### src/hw/rtl/gcs_ram.sv
// Generic single-write, single-read RAM with registered read data.
module gcs_ram #(
	parameter int WIDTH = 8,
	parameter int DEPTH = 16
) (
	input  logic                                  clk,
	input  logic                                  we,
	input  logic [(DEPTH > 1 ? $clog2(DEPTH) : 1)-1:0] waddr,
	input  logic [WIDTH-1:0]                      wdata,
	input  logic [(DEPTH > 1 ? $clog2(DEPTH) : 1)-1:0] raddr,
	output logic [WIDTH-1:0]                      rdata
);

	logic [WIDTH-1:0] mem [DEPTH];

	always_ff @(posedge clk) begin
		if (we) begin
			mem[waddr] <= wdata;
		end
		rdata <= mem[raddr];
	end

endmodule

### config.mk
export PLATFORM = sky130hd
export DESIGN_NAME = gcs_ram
export DESIGN_NICKNAME = d
export VERILOG_FILES = /design/src/hw/rtl/gcs_ram.sv
export SDC_FILE = /design/constraint.sdc
export NUM_CORES = 1
export LEC_CHECK = 0
export ABC_AREA = 1
export BUFFER_PORTS_ARGS = -buffer_cell sky130_fd_sc_hd__buf_4
export CAP_MARGIN = 20
export CORE_ASPECT_RATIO = 2
export CORE_UTILIZATION = 38
export CTS_BUF_LIST = sky130_fd_sc_hd__clkbuf_8 sky130_fd_sc_hd__clkbuf_16
export DETAILED_ROUTE_END_ITERATION = 12
export PLACE_DENSITY_LB_ADDON = 0.3
export SYNTH_ARGS = -nofsm -noshare
export SYNTH_HDL_FRONTEND = slang
export SYNTH_SLANG_ARGS = --single-unit
### constraint.sdc
create_clock -name clk -period 1.3 [get_ports clk]
set_input_delay 0.195 -clock clk [delete_from_list [all_inputs] [get_ports clk]]
set_output_delay 0.195 -clock clk [all_outputs]
set_load 0.005 [all_outputs]
Yosys cells after proc, flatten, opt, wreduce, memory -nomap -nowiden
Memory sizes are Yosys's and may differ from the RTL's. A register that Yosys moved wholly into a read port is not among the register bits.
Cells that the tools add are included.
{"block": "op_classes", "reduce_logical": 0, "shift": 0, "n_addsub": 0, "n_bitwise": 0, "multipliers": 0, "n_eq_ne": 0, "mux": 2, "order_cmp": 0, "div": 0}
{"cell": "1-bit 2-to-1 mux", "count": 2}
{"block": "totals", "n_memories": 1, "latch_bits": 0, "rom_bits": 0, "ram_bits": 128, "regBits": 0}
{"memory": "mem", "words": 16, "word_bits": 8, "read_ports": 1, "rd_clocked_by_memory_dff": 1, "wr": 1, "line": "14", "rtl": "logic [WIDTH-1:0] mem [DEPTH];"}

Depth between registers and ports, before layout
{"block": "depth", "ltp_word": 2, "mapped_depth": 8, "ltp_nobuf": 7}

Worst setup path before layout
OpenSTA, ideal clock, no wires.
{"block": "synth_path", "kind": "input to register", "from": "in waddr[2] (netlist name)", "to": "mem mem[10][0] (enable)", "setup_time_ns": 0.370, "t_arrival_ns": 0.776, "required_time_ns": 0.930, "path_stages": 2, "slack_ns": 0.154, "path_cell_list": "nand3b_1 nor2_1"}
{"element": "start, declared", "line": "8", "rtl": "input logic [(DEPTH > 1 ? $clog2(DEPTH) : 1)-1:0] waddr,"}
{"element": "end, declared", "line": "14"}
Straight into the memory's write port.

Worst setup path after layout
{"block": "layout_path", "from": "reg rdata[6] (read register of mem)", "to": "out rdata[6]"}
{"element": "start, declared", "line": "11", "rtl": "output logic [WIDTH-1:0] rdata"}
No word-level cell between the ends.

==> results by group <==
Routing
  • Routed len/inst: 15.9 um
  • Drt pass-1 iters: 4
  • Vias per cell: 4.70
  • Detailed-route via count: 3,774
  • Initial DRC count: 248
  • Final WL: 12,800 um
  • DRT antenna net count: 0
  • DRC viols: 0

Clocking
  • Clock sinks: 136
  • H-Tree Depth: 4
  • CTS buffer count: 17
  • Clk_lat worst skew: 0.43 ns
  • CTS tree: yes
  • Post_cts resized: 0
  • CTS root buffer: clkbuf_16
  • Post-CTS Repair Setup Buffers: 0
  • Worst-path clk slew: 0.06 ns
  • Clk buf depth: 2
  • CTS Hold Bufs: 0

Setup path
  • Worst-path fanout max: 1
  • Worst EP arrival: 0.98 ns
  • Crit path buffers/inverters: 1
  • Nature of the critical path startpoint: register
  • Cell breakdown of the critical path: buf_4
  • CP Capture Type: primary output
  • Worst r2r path cells: 6
  • WS Path Type: reg2out
  • Crit. path cell count: 1
  • Critical-path top delay cell: dfxtp_1
  • CP peak stage delay: 0.41 ns
  • WP data required: 1.11 ns
  • Critical path's top delay family: flip-flops

Logic synthesis
  • Number of distinct library cells after synthesis: 12
  • Synth Area per Inst: 10.5 um2
  • Sequential fraction of the synthesis area: 69.4%
  • Synthesized Nets: 569
  • Mapped Area: 0.00577 mm2
  • Number of synthesized register bits: 136
  • Yosys Warn Count: 0
  • Post-synthesis instance total: 551

Hold path
  • Class of the worst hold path: in2reg
  • Hold depth: 1

Floorplanning
  • Die Span Y: 176 um
  • Die ar.: 0.0157 mm2
  • Initial core utilization: 38.9%
  • Io pins: 26
  • Site Rows: 63
  • Core area: 0.0148 mm2
  • Die W: 89.1 um

STA
  • Worst slew pin tran: 0.328 ns
  • Skew final: 0.00897 ns
  • Final hold vios: 0
  • Slew headroom: 78.1%
  • Tcrit/Tclk final: 90.2%
  • Max Clk Rate: 852 MHz
  • RSZ-0062 raised after global routing: false
  • Crit path time final: 1.17 ns
  • # setup viols final: 0
  • Max Slew Vio Count: 0
  • Setup TNS: 0 ns

Finish
  • Layout net count: 613
  • Multi-input gate area: 0.00121 mm2
  • Reg area: 0.00400 mm2
  • Cell area after layout: 0.00689 mm2
  • Post-route core utilization: 46.5%
  • Most frequent cells in the layout: 173 x nand2_1, 128 x edfxtp_1, 101 x inv_1
  • # fillers: 1,420
  • Non-filler cells, final: 803
  • Inserted Diodes: 0
  • Synthesis-to-layout area growth: 19.5%
  • Share of layout cells above drive strength 1: 13.5%
  • Commonest non-fill, non-tap cell in the layout: nand2_1

Place
  • RD Place Congestion: 0.814
  • Buffers added on ports: 25
  • Area post-placement: 0.00627 mm2
  • Post-Place Cells: 771
  • Post-DP HPWL: 8580 um

Global route
  • Initial antenna violation count: 0
  • Largest net degree at the start of global routing: 65
  • Global-route wire length before repair: 19,800 um
  • Vias in the first global route: 3,812
  • Overflow after GRT: 0
  • Gr usage total: 17.9%

Pwr
  • Leak: 0.00298 uW
  • Maximum vdd drop: 0.000921 V
  • Pwr per Cell Area: 1520 mW/mm2

Outcome
  • Status: completed

Flow run
  • Max-cap viol count: 0
metal layers:
layer	up-vias	GRT usage [%]	wire length (um)
met2	96	31.7	7050
met1	1782	18.1	4500
li1	1858	-	-
met5	-	0	0
met4	0	12.8	794
met3	38	3.37	450
state kept, by name, summed over array words and instances (netlist names):
signal / flops
mem: 128
rdata: 8
where the power goes:
group          switching [uW]  total, uW  internal [uW]
registers                33.2       4930           4900
logic                     397        623            227
clock network            1850       4920           3080
cell usage after synthesis:
library cell  instances  area share [%]
buf_2                13             1.1
buf_1                 1           0.065
nand3_1              97             8.4
nor2_1               17             1.1
edfxtp_1            128              67
nand2_1             173              11
inv_1               100             6.5
buf_4                 4            0.52
inv_2                 2            0.13
nand3b_1              2            0.26
dfxtp_1               8             2.8
buf_6                 6             1.2
layout make-up:
type,count,area share (%)
repair buffers,49,6.25
well taps,195,3.54
clock inverters,14,2.54
flip-flops and latches,136,58.1
inverters,102,5.56
multi-input cells,289,17.6
clock buffers,18,6.37
logic make-up (layout without fill, tap and decap cells):
logic type    after synthesis  count (layout)  share of synthesized area [%]
buf+inv                   126             183                           9.52
simple gates              289             289                           21.0
flops                     136             136                           69.4
through the flow:
| stage | setup slack [ns] | power, uW | hold slack [ns] |
|---|---|---|---|
| 2_1_floorplan | 0.154 | 5370 | 0.294 |
| 3_3_place_gp | 0.0927 | 5650 | 0.522 |
| 3_5_place_dp | 0.0822 | 5660 | 0.530 |
| 4_1_cts | 0.0951 | 10500 | 0.0862 |
| 5_1_grt | 0.111 | 10800 | 0.0977 |
| 6_report | 0.127 | 10500 | 0.0900 |
final timing paths:
kind	slack, ns	endpoint	startpoint
max	0.13	rdata[6]	rdata[6]
max reg2reg	0.29	rdata[2]	mem[15][2]
min	0.09	mem[4][5]	wdata[5]
min reg2reg	0.67	rdata[6]	mem[11][6]
(Power assumes the default switching activity.)
